**config.mk**
```make
export PLATFORM = sky130hd
export DESIGN_NAME = hsl_to_rgb_converter_core_flat
export DESIGN_NICKNAME = d
export VERILOG_FILES = /design/src/sv/hsl2rgb_pkg.sv /design/src/sv/hsl2rgb_if.sv /design/src/sv/hsl_to_rgb_converter_core.sv /design/src/flat_wrapper.sv
export VERILOG_INCLUDE_DIRS = /design/src /design/src/sv
export SDC_FILE = /design/constraint.sdc
export NUM_CORES = 2
export LEC_CHECK = 0
export BUFFER_PORTS_ARGS = -buffer_cell sky130_fd_sc_hd__buf_4
export CAP_MARGIN = 20
export CELL_PAD_IN_SITES_DETAIL_PLACEMENT = 0
export CELL_PAD_IN_SITES_GLOBAL_PLACEMENT = 1
export CORE_UTILIZATION = 55
export DETAILED_ROUTE_END_ITERATION = 6
export PLACE_DENSITY = 0.88
export SETUP_SLACK_MARGIN = 0.4
export SYNTH_ARGS = -nofsm -noshare
export SYNTH_HDL_FRONTEND = slang
export SYNTH_SLANG_ARGS = --single-unit
```
**constraint.sdc**
```tcl
create_clock -name clk -period 16.71 [get_ports clk]
set_input_delay 1.671 -clock clk [delete_from_list [all_inputs] [get_ports clk]]
set_output_delay 1.671 -clock clk [all_outputs]
set_load 0.005 [all_outputs]
```
**src/sv/hsl_to_rgb_converter_core_assert.svh**
```systemverilog
// Assertion helpers for the HSL to RGB converter.
// Each macro expands to one labeled concurrent assertion, clocked on the
// rising edge and disabled while the active-low reset is asserted.
`ifndef HSL_TO_RGB_CONVERTER_CORE_ASSERT_SVH
`define HSL_TO_RGB_CONVERTER_CORE_ASSERT_SVH

// Same-cycle implication
`define H2R_ASSERT_IMP(label, clk, rst_n, ante, cons) \
	label: assert property (@(posedge clk) disable iff (!rst_n) (ante) |-> (cons)) \
		else $error("hsl2rgb: same-cycle check failed");

// Next-cycle implication
`define H2R_ASSERT_NXT(label, clk, rst_n, ante, cons) \
	label: assert property (@(posedge clk) disable iff (!rst_n) (ante) |=> (cons)) \
		else $error("hsl2rgb: next-cycle check failed");

`endif

```
**src/sv/hsl2rgb_pkg.sv**
```systemverilog
`timescale 1ns / 1ps
`default_nettype none

package hsl2rgb_pkg;

	// Field types
	typedef logic [14:0] hue_t;     // degrees, Q9.6
	typedef logic [16:0] q16_t;     // Q1.16, 65536 is 1.0
	typedef logic [11:0] fac_t;     // ramp factor, 0..3840
	typedef logic signed [20:0] tmp_t; // temporaries and their difference

	// Hue positions in units of 1/64 degree
	localparam hue_t FULL_TURN       = 15'd23040;
	localparam hue_t THIRD_TURN      = 15'd7680;
	localparam hue_t SIXTH_TURN      = 15'd3840;
	localparam hue_t HALF_TURN       = 15'd11520;
	localparam hue_t TWO_THIRDS_TURN = 15'd15360;

	localparam q16_t ONE_Q16  = 17'd65536;
	localparam q16_t HALF_Q16 = 17'd32768;

	// floor(2^28 / 15); exact since 15 divides 2^28 - 1
	localparam logic [24:0] RECIP15 = 25'd17895697;
	localparam int RECIP_SHIFT = 28;

	// Channel lanes
	localparam int CH_RED   = 0;
	localparam int CH_GREEN = 1;
	localparam int CH_BLUE  = 2;
	localparam int NUM_CH   = 3;

	// Ramp factor for a channel position: value = lo + (hi - lo) * f / 3840.
	// Flat top uses f = 3840 (gives hi exactly), flat bottom f = 0.
	function automatic fac_t seg_factor(input hue_t t);
		hue_t fall;
		fall = TWO_THIRDS_TURN - t;
		if (t < SIXTH_TURN) begin
			seg_factor = t[11:0];
		end else if (t < HALF_TURN) begin
			seg_factor = SIXTH_TURN[11:0];
		end else if (t < TWO_THIRDS_TURN) begin
			seg_factor = fall[11:0];
		end else begin
			seg_factor = '0;
		end
	endfunction

endpackage

`default_nettype wire

```
**src/sv/hsl2rgb_if.sv**
```systemverilog
`timescale 1ns / 1ps
`default_nettype none

// HSL pixel request channel
interface hsl2rgb_hsl_if;
	logic               valid;
	logic               ready;
	hsl2rgb_pkg::hue_t  hue_deg;
	hsl2rgb_pkg::q16_t  sat;
	hsl2rgb_pkg::q16_t  light;

	modport source (output valid, hue_deg, sat, light, input ready);
	modport sink   (input valid, hue_deg, sat, light, output ready);
endinterface

// RGB pixel result channel
interface hsl2rgb_rgb_if;
	logic               valid;
	logic               ready;
	hsl2rgb_pkg::q16_t  red_out;
	hsl2rgb_pkg::q16_t  green_out;
	hsl2rgb_pkg::q16_t  blue_out;

	modport source (output valid, red_out, green_out, blue_out, input ready);
	modport sink   (input valid, red_out, green_out, blue_out, output ready);
endinterface

`default_nettype wire

```
**src/sv/hsl_to_rgb_converter_core.sv**
```systemverilog
`timescale 1ns / 1ps
`default_nettype none

`include "hsl_to_rgb_converter_core_assert.svh"

// HSL to RGB pixel converter. Takes one pixel request per clock unless stalled
// and returns one RGB result per request, in order. An accepted request moves
// through stage registers s1 to s7; the result channel is driven from s7.
// Throughput is one pixel per clock while the result channel is not stalled.
// The seven-stage pipeline is saturation product, temporaries, ramp product,
// magnitude, divide-by-3840 as a reciprocal multiply, its one-step correction,
// and the final add with clamp to 0..65536. Every stage has its own valid bit and
// loads when it is empty or its successor moves, so back-pressure on the
// result channel fills bubbles first and only then deasserts hsl.ready.
// Hue of 360 degrees or more is taken modulo a full turn once.
module hsl_to_rgb_converter_core (
	input  wire logic       clk,
	input  wire logic       arst_n,
	hsl2rgb_hsl_if.sink     hsl,
	hsl2rgb_rgb_if.source   rgb
);

	// Stage valid bits and load enables
	logic vld_s1, vld_s2, vld_s3, vld_s4, vld_s5, vld_s6, vld_s7;
	logic load1, load2, load3, load4, load5, load6, load7;

	assign load7 = !vld_s7 || rgb.ready;
	assign load6 = !vld_s6 || load7;
	assign load5 = !vld_s5 || load6;
	assign load4 = !vld_s4 || load5;
	assign load3 = !vld_s3 || load4;
	assign load2 = !vld_s2 || load3;
	assign load1 = !vld_s1 || load2;

	assign hsl.ready = load1;

	always_ff @(posedge clk or negedge arst_n) begin
		if (!arst_n) begin
			vld_s1 <= 1'b0;
			vld_s2 <= 1'b0;
			vld_s3 <= 1'b0;
			vld_s4 <= 1'b0;
			vld_s5 <= 1'b0;
			vld_s6 <= 1'b0;
			vld_s7 <= 1'b0;
		end else begin
			if (load1) vld_s1 <= hsl.valid;
			if (load2) vld_s2 <= vld_s1;
			if (load3) vld_s3 <= vld_s2;
			if (load4) vld_s4 <= vld_s3;
			if (load5) vld_s5 <= vld_s4;
			if (load6) vld_s6 <= vld_s5;
			if (load7) vld_s7 <= vld_s6;
		end
	end

	// ------------------------------------------------------------------
	// Stage 1: hue reduction, channel positions, ramp factors, S*L product
	// ------------------------------------------------------------------
	hsl2rgb_pkg::hue_t hue_r;
	hsl2rgb_pkg::hue_t pos_c [hsl2rgb_pkg::NUM_CH];
	logic [15:0]       red_sum;
	logic              low_l;
	logic [17:0]       mul_b;

	always_comb begin
		hue_r = (hsl.hue_deg >= hsl2rgb_pkg::FULL_TURN) ?
			hsl.hue_deg - hsl2rgb_pkg::FULL_TURN : hsl.hue_deg;

		red_sum = {1'b0, hue_r} + {1'b0, hsl2rgb_pkg::THIRD_TURN};
		if (red_sum >= {1'b0, hsl2rgb_pkg::FULL_TURN}) begin
			red_sum = red_sum - {1'b0, hsl2rgb_pkg::FULL_TURN};
		end
		pos_c[hsl2rgb_pkg::CH_RED]   = red_sum[14:0];
		pos_c[hsl2rgb_pkg::CH_GREEN] = hue_r;
		pos_c[hsl2rgb_pkg::CH_BLUE]  = (hue_r < hsl2rgb_pkg::THIRD_TURN) ?
			hue_r + hsl2rgb_pkg::TWO_THIRDS_TURN : hue_r - hsl2rgb_pkg::THIRD_TURN;

		// L*(1+S) below one half, else L*S
		low_l = hsl.light < hsl2rgb_pkg::HALF_Q16;
		mul_b = low_l ? {1'b0, hsl.sat} + {1'b0, hsl2rgb_pkg::ONE_Q16} : {1'b0, hsl.sat};
	end

	logic [34:0]        prod_s1;
	logic               low_s1;
	hsl2rgb_pkg::q16_t  light_s1, sat_s1;
	hsl2rgb_pkg::fac_t  fac_s1 [hsl2rgb_pkg::NUM_CH];

	always_ff @(posedge clk) begin
		if (load1) begin
			prod_s1  <= 35'(hsl.light) * 35'(mul_b);
			low_s1   <= low_l;
			light_s1 <= hsl.light;
			sat_s1   <= hsl.sat;
			for (int c = 0; c < hsl2rgb_pkg::NUM_CH; c++) begin
				fac_s1[c] <= hsl2rgb_pkg::seg_factor(pos_c[c]);
			end
		end
	end

	// ------------------------------------------------------------------
	// Stage 2: upper/lower temporaries, difference
	// ------------------------------------------------------------------
	hsl2rgb_pkg::tmp_t hi_c, lo_c, shr_c, light_x, sat_x;

	always_comb begin
		shr_c   = signed'(21'(prod_s1[34:16]));
		light_x = signed'(21'(light_s1));
		sat_x   = signed'(21'(sat_s1));
		hi_c    = low_s1 ? shr_c : light_x + sat_x - shr_c;
		lo_c    = (light_x <<< 1) - hi_c;
	end

	hsl2rgb_pkg::tmp_t lo_s2, dif_s2;
	hsl2rgb_pkg::fac_t fac_s2 [hsl2rgb_pkg::NUM_CH];

	always_ff @(posedge clk) begin
		if (load2) begin
			lo_s2  <= lo_c;
			dif_s2 <= hi_c - lo_c;
			fac_s2 <= fac_s1;
		end
	end

	// ------------------------------------------------------------------
	// Stage 3: ramp products (T2-T1)*f per channel
	// ------------------------------------------------------------------
	hsl2rgb_pkg::tmp_t  lo_s3;
	logic signed [33:0] ramp_s3 [hsl2rgb_pkg::NUM_CH];

	always_ff @(posedge clk) begin
		if (load3) begin
			lo_s3 <= lo_s2;
			for (int c = 0; c < hsl2rgb_pkg::NUM_CH; c++) begin
				ramp_s3[c] <= 34'(dif_s2) * 34'(signed'({1'b0, fac_s2[c]}));
			end
		end
	end

	// ------------------------------------------------------------------
	// Stage 4: magnitude, pre-divide by 256 (3840 = 256 * 15)
	// ------------------------------------------------------------------
	logic [33:0] mag_c [hsl2rgb_pkg::NUM_CH];

	always_comb begin
		for (int c = 0; c < hsl2rgb_pkg::NUM_CH; c++) begin
			mag_c[c] = ramp_s3[c][33] ? 34'(-ramp_s3[c]) : 34'(ramp_s3[c]);
		end
	end

	hsl2rgb_pkg::tmp_t lo_s4;
	logic [24:0]       num_s4 [hsl2rgb_pkg::NUM_CH];
	logic              neg_s4 [hsl2rgb_pkg::NUM_CH];

	always_ff @(posedge clk) begin
		if (load4) begin
			lo_s4 <= lo_s3;
			for (int c = 0; c < hsl2rgb_pkg::NUM_CH; c++) begin
				num_s4[c] <= mag_c[c][32:8];
				neg_s4[c] <= ramp_s3[c][33];
			end
		end
	end

	// ------------------------------------------------------------------
	// Stage 5: quotient estimate by 15, may be one low
	// ------------------------------------------------------------------
	logic [49:0] recip_c [hsl2rgb_pkg::NUM_CH];

	always_comb begin
		for (int c = 0; c < hsl2rgb_pkg::NUM_CH; c++) begin
			recip_c[c] = 50'(num_s4[c]) * 50'(hsl2rgb_pkg::RECIP15);
		end
	end

	hsl2rgb_pkg::tmp_t lo_s5;
	logic [24:0]       num_s5 [hsl2rgb_pkg::NUM_CH];
	logic [21:0]       qest_s5 [hsl2rgb_pkg::NUM_CH];
	logic              neg_s5 [hsl2rgb_pkg::NUM_CH];

	always_ff @(posedge clk) begin
		if (load5) begin
			lo_s5  <= lo_s4;
			num_s5 <= num_s4;
			neg_s5 <= neg_s4;
			for (int c = 0; c < hsl2rgb_pkg::NUM_CH; c++) begin
				qest_s5[c] <= recip_c[c][hsl2rgb_pkg::RECIP_SHIFT +: 22];
			end
		end
	end

	// ------------------------------------------------------------------
	// Stage 6: remainder check and correction
	// ------------------------------------------------------------------
	logic [24:0] rem_c [hsl2rgb_pkg::NUM_CH];

	always_comb begin
		for (int c = 0; c < hsl2rgb_pkg::NUM_CH; c++) begin
			rem_c[c] = num_s5[c] - (25'({qest_s5[c], 4'b0000}) - 25'(qest_s5[c]));
		end
	end

	hsl2rgb_pkg::tmp_t lo_s6;
	logic [21:0]       quo_s6 [hsl2rgb_pkg::NUM_CH];
	logic              neg_s6 [hsl2rgb_pkg::NUM_CH];

	always_ff @(posedge clk) begin
		if (load6) begin
			lo_s6  <= lo_s5;
			neg_s6 <= neg_s5;
			for (int c = 0; c < hsl2rgb_pkg::NUM_CH; c++) begin
				quo_s6[c] <= (rem_c[c] >= 25'd15) ? qest_s5[c] + 22'd1 : qest_s5[c];
			end
		end
	end

	// ------------------------------------------------------------------
	// Stage 7: T1 + signed quotient, clamp to 0..1.0
	// ------------------------------------------------------------------
	logic signed [23:0]  sum_c [hsl2rgb_pkg::NUM_CH];
	logic signed [22:0]  sq_c  [hsl2rgb_pkg::NUM_CH];
	hsl2rgb_pkg::q16_t   clamp_c [hsl2rgb_pkg::NUM_CH];

	always_comb begin
		for (int c = 0; c < hsl2rgb_pkg::NUM_CH; c++) begin
			sq_c[c]  = neg_s6[c] ? -signed'({1'b0, quo_s6[c]}) : signed'({1'b0, quo_s6[c]});
			sum_c[c] = 24'(lo_s6) + 24'(sq_c[c]);
			if (sum_c[c] < 0) begin
				clamp_c[c] = '0;
			end else if (sum_c[c] > signed'(24'(hsl2rgb_pkg::ONE_Q16))) begin
				clamp_c[c] = hsl2rgb_pkg::ONE_Q16;
			end else begin
				clamp_c[c] = sum_c[c][16:0];
			end
		end
	end

	hsl2rgb_pkg::q16_t red_s7, green_s7, blue_s7;

	always_ff @(posedge clk) begin
		if (load7) begin
			red_s7   <= clamp_c[hsl2rgb_pkg::CH_RED];
			green_s7 <= clamp_c[hsl2rgb_pkg::CH_GREEN];
			blue_s7  <= clamp_c[hsl2rgb_pkg::CH_BLUE];
		end
	end

	assign rgb.valid     = vld_s7;
	assign rgb.red_out   = red_s7;
	assign rgb.green_out = green_s7;
	assign rgb.blue_out  = blue_s7;

	// ------------------------------------------------------------------
	// Checks
	// ------------------------------------------------------------------
	logic pipe_full, rem_ok, out_ok;

	assign pipe_full = vld_s1 && vld_s2 && vld_s3 && vld_s4 && vld_s5 && vld_s6 && vld_s7;
	assign rem_ok    = (rem_c[hsl2rgb_pkg::CH_RED] < 25'd30) &&
		(rem_c[hsl2rgb_pkg::CH_GREEN] < 25'd30) && (rem_c[hsl2rgb_pkg::CH_BLUE] < 25'd30);
	assign out_ok    = (rgb.red_out <= hsl2rgb_pkg::ONE_Q16) &&
		(rgb.green_out <= hsl2rgb_pkg::ONE_Q16) && (rgb.blue_out <= hsl2rgb_pkg::ONE_Q16);

	// An empty front stage always takes a request
	`H2R_ASSERT_IMP(a_front_open, clk, arst_n, !vld_s1, hsl.ready)
	// Full pipe with a stalled result blocks new requests
	`H2R_ASSERT_IMP(a_full_stall, clk, arst_n, pipe_full && !rgb.ready, !hsl.ready)
	// Reciprocal estimate is never more than one low
	`H2R_ASSERT_IMP(a_recip_err, clk, arst_n, vld_s5, rem_ok)
	// Results stay inside the clamp range
	`H2R_ASSERT_IMP(a_out_range, clk, arst_n, rgb.valid, out_ok)
	// A result in stage 6 moves into an empty output stage
	`H2R_ASSERT_NXT(a_drain, clk, arst_n, vld_s6 && !vld_s7, vld_s7)

endmodule

`default_nettype wire
```
**src/flat_wrapper.sv**
```systemverilog
// flat-port wrapper written by rule: the top's interface ports become plain ports
module hsl_to_rgb_converter_core_flat 
  (clk, arst_n, hsl_valid, hsl_hue_deg, hsl_sat, hsl_light, hsl_ready, rgb_valid, rgb_red_out, rgb_green_out, rgb_blue_out, rgb_ready);
  hsl2rgb_hsl_if hsl_i ();
  hsl2rgb_rgb_if rgb_i ();
  input  wire logic clk;
  input  wire logic arst_n;
  input wire logic [$bits(hsl_i.valid)-1:0] hsl_valid;
  input wire logic [$bits(hsl_i.hue_deg)-1:0] hsl_hue_deg;
  input wire logic [$bits(hsl_i.sat)-1:0] hsl_sat;
  input wire logic [$bits(hsl_i.light)-1:0] hsl_light;
  output wire logic [$bits(hsl_i.ready)-1:0] hsl_ready;
  output wire logic [$bits(rgb_i.valid)-1:0] rgb_valid;
  output wire logic [$bits(rgb_i.red_out)-1:0] rgb_red_out;
  output wire logic [$bits(rgb_i.green_out)-1:0] rgb_green_out;
  output wire logic [$bits(rgb_i.blue_out)-1:0] rgb_blue_out;
  input wire logic [$bits(rgb_i.ready)-1:0] rgb_ready;
  assign hsl_i.valid = hsl_valid;
  assign hsl_i.hue_deg = hsl_hue_deg;
  assign hsl_i.sat = hsl_sat;
  assign hsl_i.light = hsl_light;
  assign hsl_ready = hsl_i.ready;
  assign rgb_valid = rgb_i.valid;
  assign rgb_red_out = rgb_i.red_out;
  assign rgb_green_out = rgb_i.green_out;
  assign rgb_blue_out = rgb_i.blue_out;
  assign rgb_i.ready = rgb_ready;
  hsl_to_rgb_converter_core u_core (.clk(clk), .arst_n(arst_n), .hsl(hsl_i), .rgb(rgb_i));
endmodule
```
Word-level counts from Yosys, hierarchy flattened. Memory sizes are Yosys's and may differ from the RTL's. Cells that the tools add are included.

Add/sub/neg operators: 31. Multiply operators: 7. Magnitude comparators: 22. Muxes and demuxes: 32. Reductions and logical operators: 17.

Operator list (number): multiplier 25 x 25 -> 50 bit (second input constant) (3); 2-to-1 mux 12 bit (9); multiplier 21 x 13 -> 34 bit (3); 2-to-1 mux 33 bit (3); negator 33 bit (3); less-than comparator 15 x 14 -> 1 bit (second input constant) (6); greater-or-equal comparator 25 x 4 -> 1 bit (second input constant) (3); subtractor 25 x 22 -> 25 bit (3); subtractor 25 bit (3); adder 21 x 23 -> 24 bit (3); > comparator 24 x 18 -> 1 bit (second input constant) (3); less-than comparator 24 x 1 -> 1 bit (second input constant) (3); 2-to-1 mux 23 bit (3); negator 22 -> 23 bit (3); adder 22 x 1 -> 22 bit (second input constant) (3); 2-to-1 mux 22 bit (3); 2-to-1 mux 17 bit (3); less-than comparator 15 x 12 -> 1 bit (second input constant) (3); 2-to-1 mux 15 bit (3); subtractor 12 bit (first input constant) (3); multiplier 17 x 18 -> 35 bit (1); subtractor 15 bit (second input constant) (2); 2-to-1 mux 21 bit (1); subtractor 19 x 21 -> 21 bit (1); other kinds (16) (35).

Register bits after elaboration: 485. Bits in writable memories: 234. Logic and storage cells: 156. Memories: 3.

Memory list: u_core.ramp_s3 (depth 3, width 34, read ports 3, clocked after memory_dff 0, wr ports 3, line hsl_to_rgb_converter_core.sv:129) `logic signed [33:0] ramp_s3 [hsl2rgb_pkg::NUM_CH];`; u_core.qest_s5 (depth 3, width 22, read ports 3, clocked after memory_dff 0, wr ports 3, line hsl_to_rgb_converter_core.sv:178) `logic [21:0] qest_s5 [hsl2rgb_pkg::NUM_CH];`; u_core.quo_s6 (depth 3, width 22, read ports 3, clocked after memory_dff 0, wr ports 3, line hsl_to_rgb_converter_core.sv:204) `logic [21:0] quo_s6 [hsl2rgb_pkg::NUM_CH];`.

Logic depth before layout (Yosys ltp).
Depth in word-level cells: 9. Mapped depth: 35. Gate-level depth less buffers: 34.

Least setup slack after synthesis. No wires, ideal clock.

Kind: input to output. From: input rgb_ready. To: output hsl_ready. Data arrival time: 9844 ps. Setup slack: 5195 ps. Stages on the path: 4. Path through: nor2b_1 nand3_1 nor2_1 nand4_1.

Word-level cells in the longest chain between the ends: 7.

RTL lines: start, declared (line flat_wrapper.sv:17) `input wire logic [$bits(rgb_i.ready)-1:0] rgb_ready;`; logical OR 1 bit (line hsl_to_rgb_converter_core.sv:27) `assign load7 = !vld_s7 || rgb.ready;`; logical OR 1 bit (line hsl_to_rgb_converter_core.sv:28) `assign load6 = !vld_s6 || load7;`; logical OR 1 bit (line hsl_to_rgb_converter_core.sv:29) `assign load5 = !vld_s5 || load6;`; via u_core.load5 (line hsl_to_rgb_converter_core.sv:25) `logic load1, load2, load3, load4, load5, load6, load7;`; logical OR 1 bit (line hsl_to_rgb_converter_core.sv:30) `assign load4 = !vld_s4 || load5;`; logical OR 1 bit (line hsl_to_rgb_converter_core.sv:31) `assign load3 = !vld_s3 || load4;`; logical OR 1 bit (line hsl_to_rgb_converter_core.sv:32) `assign load2 = !vld_s2 || load3;`; logical OR 1 bit (line hsl_to_rgb_converter_core.sv:33) `assign load1 = !vld_s1 || load2;`; end, declared (line flat_wrapper.sv:12) `output wire logic [$bits(hsl_i.ready)-1:0] hsl_ready;`.

The timed path passes the listed nets, and every way through them passes these cells.

Final worst setup path.
From: input hsl_light[16]. To: register u_core.prod_s1[34], data pin.

Word-level cells in the longest chain between the ends: 3.

RTL lines: start, declared (line flat_wrapper.sv:11) `input wire logic [$bits(hsl_i.light)-1:0] hsl_light;`; less-than comparator 17 x 16 -> 1 bit (line hsl_to_rgb_converter_core.sv:80) `low_l = hsl.light < hsl2rgb_pkg::HALF_Q16;`; via u_core.low_l (line hsl_to_rgb_converter_core.sv:63) `logic low_l;`; 2-to-1 mux 18 bit (line hsl_to_rgb_converter_core.sv:81) `mul_b = low_l ? {1'b0, hsl.sat} + {1'b0, hsl2rgb_pkg::ONE_Q16} : {1'b0, hsl.sat};`; multiplier 17 x 18 -> 35 bit (line hsl_to_rgb_converter_core.sv:91) `prod_s1 <= 35'(hsl.light) * 35'(mul_b);`; end signal, assigned (line hsl_to_rgb_converter_core.sv:91); end, declared (line hsl_to_rgb_converter_core.sv:84) `logic [34:0] prod_s1;`.

The timed path passes the listed nets, and every way through them passes these cells. A chain may end at the register's enable or synchronous reset.

==> results.txt <==
- The flow ran to the end, and the final reports show no timing, DRC or antenna violations.
* Vertical extent of the die: 407 um
- At the end of the flow, the number of nets in the layout was 11300.
* Routability congestion estimate from global placement: approximately 0.94
- In this run the post-CTS setup repair buffer count came out at 0.
- The initial utilization of the core area, before any placement, comes to 55.4%.
- The routed layout has 62000 vias.
* Antenna Violating Nets Remaining: 0
* Reg-to-Reg End: u_core.dif_s2[19]
- Setup repair after global routing missed its margin: false
- Flip-flop and latch count after synthesis: about 700
- 0 antenna diodes ended up in the layout.
* Min-Delay Path Class: flop to flop
- The tree built by TritonCTS fans out to 699 sinks.
- Across the routed clock network, the largest skew measured is 0.0500 ns.
- Number of standard-cell rows in the floorplan: 148
* TritonCTS clock tree: yes
- Static timing analysis puts the maximum clock frequency at 123 MHz.
- Counting the buffers created by CTS gives just under 80.
* Largest family of logic cells by synthesized area: adder cells
- Among all stages on the critical path, the largest delay is contributed by ha_1.
- Critical Path Most Common Cell: fa_1
- Count of endpoints failing setup in the final report: 0
* Final min period: 8.12 ns
- Multiplexer fraction of the synthesized cell area: 0.228%
- Number of I/O port buffers: 105
- Along the worst path, the maximum fanout reaches 20.
- Starting DRC count in detailed routing: 3642
- The clock passes through at most 3 buffers.
* Final slew viol count: 0
- Final Routed Wirelength: 200000 um
- For this run, the slowest stage of the critical path takes 0.71 ns.
* Start point of the critical path: hsl_light[16]
- STA classifies the critical path endpoint as a flop.
* FFs w/ async S/R, synth: 1.00%
- Critical path launch point type: primary input
- Hold is met by 0.414 ns.
- Reg2Reg Depth: 34
- The worst hold path terminates at u_core.lo_s5[12].
* Setup_tns: 0 ns
- Area delta synth->final: 6.16%
- Total half-perimeter wirelength after legalization and detailed placement: 161000 um
- Yosys warnings: 0
- Transition at the pin with the smallest max-transition slack: 1.11 ns
- Top-Level Pins: 106
* Flop-to-flop setup slack: 8.72 ns
- Synth top area share: 26.8%
- Kind of critical path: primary input to flop
- Number of hold violations in the final report: 0
- Cells with a size suffix above 1 make up between 4 and 5% of the layout.
* Antenna violations before repair: 1
- Number of max-cap violations: 0
* Commonest non-fill, non-tap cells in the layout: 1860 x inv_1, 1204 x fa_1, 1083 x ha_1
- A synthesized cell averages roughly 10 um^2.
- WL per Instance: 17.8 um
- Clk slew on worst S/H paths: 0.06 ns
- H-tree level count: 3
* Vias in the first global route: 64900
- CORE AREA: about 0.16 mm^2
- Share of the synthesized area in compound gates (AO/OA/AOI/OAI): under 10%
- In this run the tightest slew margin relative to its limit is a little over a quarter.
- Total congestion overflow: 0
- In this run, synthesis inferred about 690 flip-flops with an integrated enable.
- Cell family with most CP delay: adder cells
- Dominant cells by area after synthesis: fa_1 27%, edfxtp_1 23%, ha_1 15%, inv_1 7.8%, xnor2_1 4.0%
* Clock latency of the later-clocked register in the worst-skew pair: 0.71 ns
- Die X: between 400 and 500 um
- At the worst endpoint, the required time is 17.15 ns.
* CTS root buf: clkbuf_16
- Most frequently used flop master after synthesis: edfxtp_1
- XOR/XNOR share of the synthesized area: 4.94%
- In the global route stage, overall resource usage came out at between 20% and 30%.
- Hold path start: u_core.lo_s4[12]
* Global-route wire length before repair: 332000 um
* Post-synthesis instance area: 0.0901 mm^2
* Gate count of the mapped netlist: 9006
- Arrival time at the worst endpoint: 8.56 ns
- Entering global routing, the biggest net connects 92 pins.
- The worst hold path was traced through 0 stages.
* Cell variety after synth: 98
- fa_1 takes more of the synthesized area than any other cell.
* CTS resizes: 0
- Summing the sequential cell areas from Yosys gives 23.3% of the chip area.
* Drt pass-1 iters: 6
* Leading cell type in the layout, fill and taps excluded: inv_1
- Post-Synth Simple-Gate Area: 12.3%
* Worst reg2reg startpoint: u_core.light_s1[0]
- Hold-fix buffers, CTS: 0
* Drt drc: 0
* Share of synthesized cell area in full adder, half adder and majority cells: 41.9%
- Counting both buffers and inverters, the worst setup path holds a total of 4.
- Die Footprint: 0.165 mm^2
- In the routed layout, each cell is associated on average with a via count of 5.51.
* Fraction of the cycle the final worst path needs: 48.6%
-- worst max path at each step --
stage	end	slack, ns	cells past startpoint
2_1_floorplan	hsl_ready	5.20	4
4_1_cts	u_core.prod_s1[34]	8.69	25
5_1_grt	u_core.dif_s2[19]	8.08	34
3_5_place_dp	u_core.prod_s1[34]	7.95	25
3_3_place_gp	u_core.prod_s1[34]	7.98	25
6_report	u_core.prod_s1[34]	8.59	25
-- cells by family after synthesis --
group,count (synthesis)
buffers and inverters,2106
xor gates and xnor gates,506
and+or+nand+nor,2223
other,2
muxes,19
DFF,699
adders and majority gates,2292
AOI/OAI and AO/OA,1159
-- worst reg2reg max path: cells and delay by family (launching register included) --
kind                     cells  cell delay (ns)
flip-flops                   1             0.47
buffers and inverters        1             0.08
XOR/XNOR                     3             0.39
adder cells (fa/ha/maj)      6             2.29
AND/OR/NAND/NOR              8             0.65
AO/OA/AOI/OAI               16             3.82
-- flip-flops by register name (all words and copies together), names as in the netlist, 36 cells and up --
name and flops:
u_core.fac_s2 36, u_core.num_s5 75, u_core.qest_s5 66, u_core.quo_s6 66, u_core.fac_s1 36, u_core.num_s4 75
u_core.ramp_s3 99
-- per-layer routing --
| layer | vias to the layer above | wire [um] | track usage [%] |
|---|---|---|---|
| met1 | 30900 | 88300 | 34.0 |
| met4 | 0 | 5100 | 7.12 |
| met5 | - | 0 | 0 |
| met3 | 282 | 10500 | 2.79 |
| li1 | 29200 | - | - |
| met2 | 1565 | 96400 | 42.5 |
-- metrics by stage --
step           util (%)  worst slack, ns  area, um^2  std cells
2_1_floorplan         -             5.20       90100       9023
3_3_place_gp       57.3             7.98       93100      11100
3_5_place_dp       57.3             7.95       93100      11100
4_1_cts            58.8             8.69       95600      11200
5_1_grt            58.8             8.08       95600      11200
6_report           58.8             8.59       95600      11200
-- cells in the mapped netlist (all sizes together) (51+ instances only) --
master	n
inv	1862
nand2b	55
nor2	278
ha	1083
and2	499
a21o	124
o21bai	61
a21oi	302
nand2	827
edfxtp	692
and3	53
o21ai	204
a31oi	51
fa	1204
xor2	97
clkbuf	236
o31ai	66
xnor2	409
nor3	121
nand3	95
o21a	53
nor2b	61
-- final cells by class --
class / instances / area (um^2)
fillers: 13700 / 67000
multi-input cells: 6218 / 61300
flip-flops and latches: 699 / 21000
inverters: 1862 / 6990
well taps: 2175 / 2720
clock buffers: 89 / 1990
repair buffers: 150 / 1140
clock inverters: 49 / 502
Power is left out: the tool's default activity adds up to more than one toggle a clock period on the data nets, which glitch-free logic cannot reach.
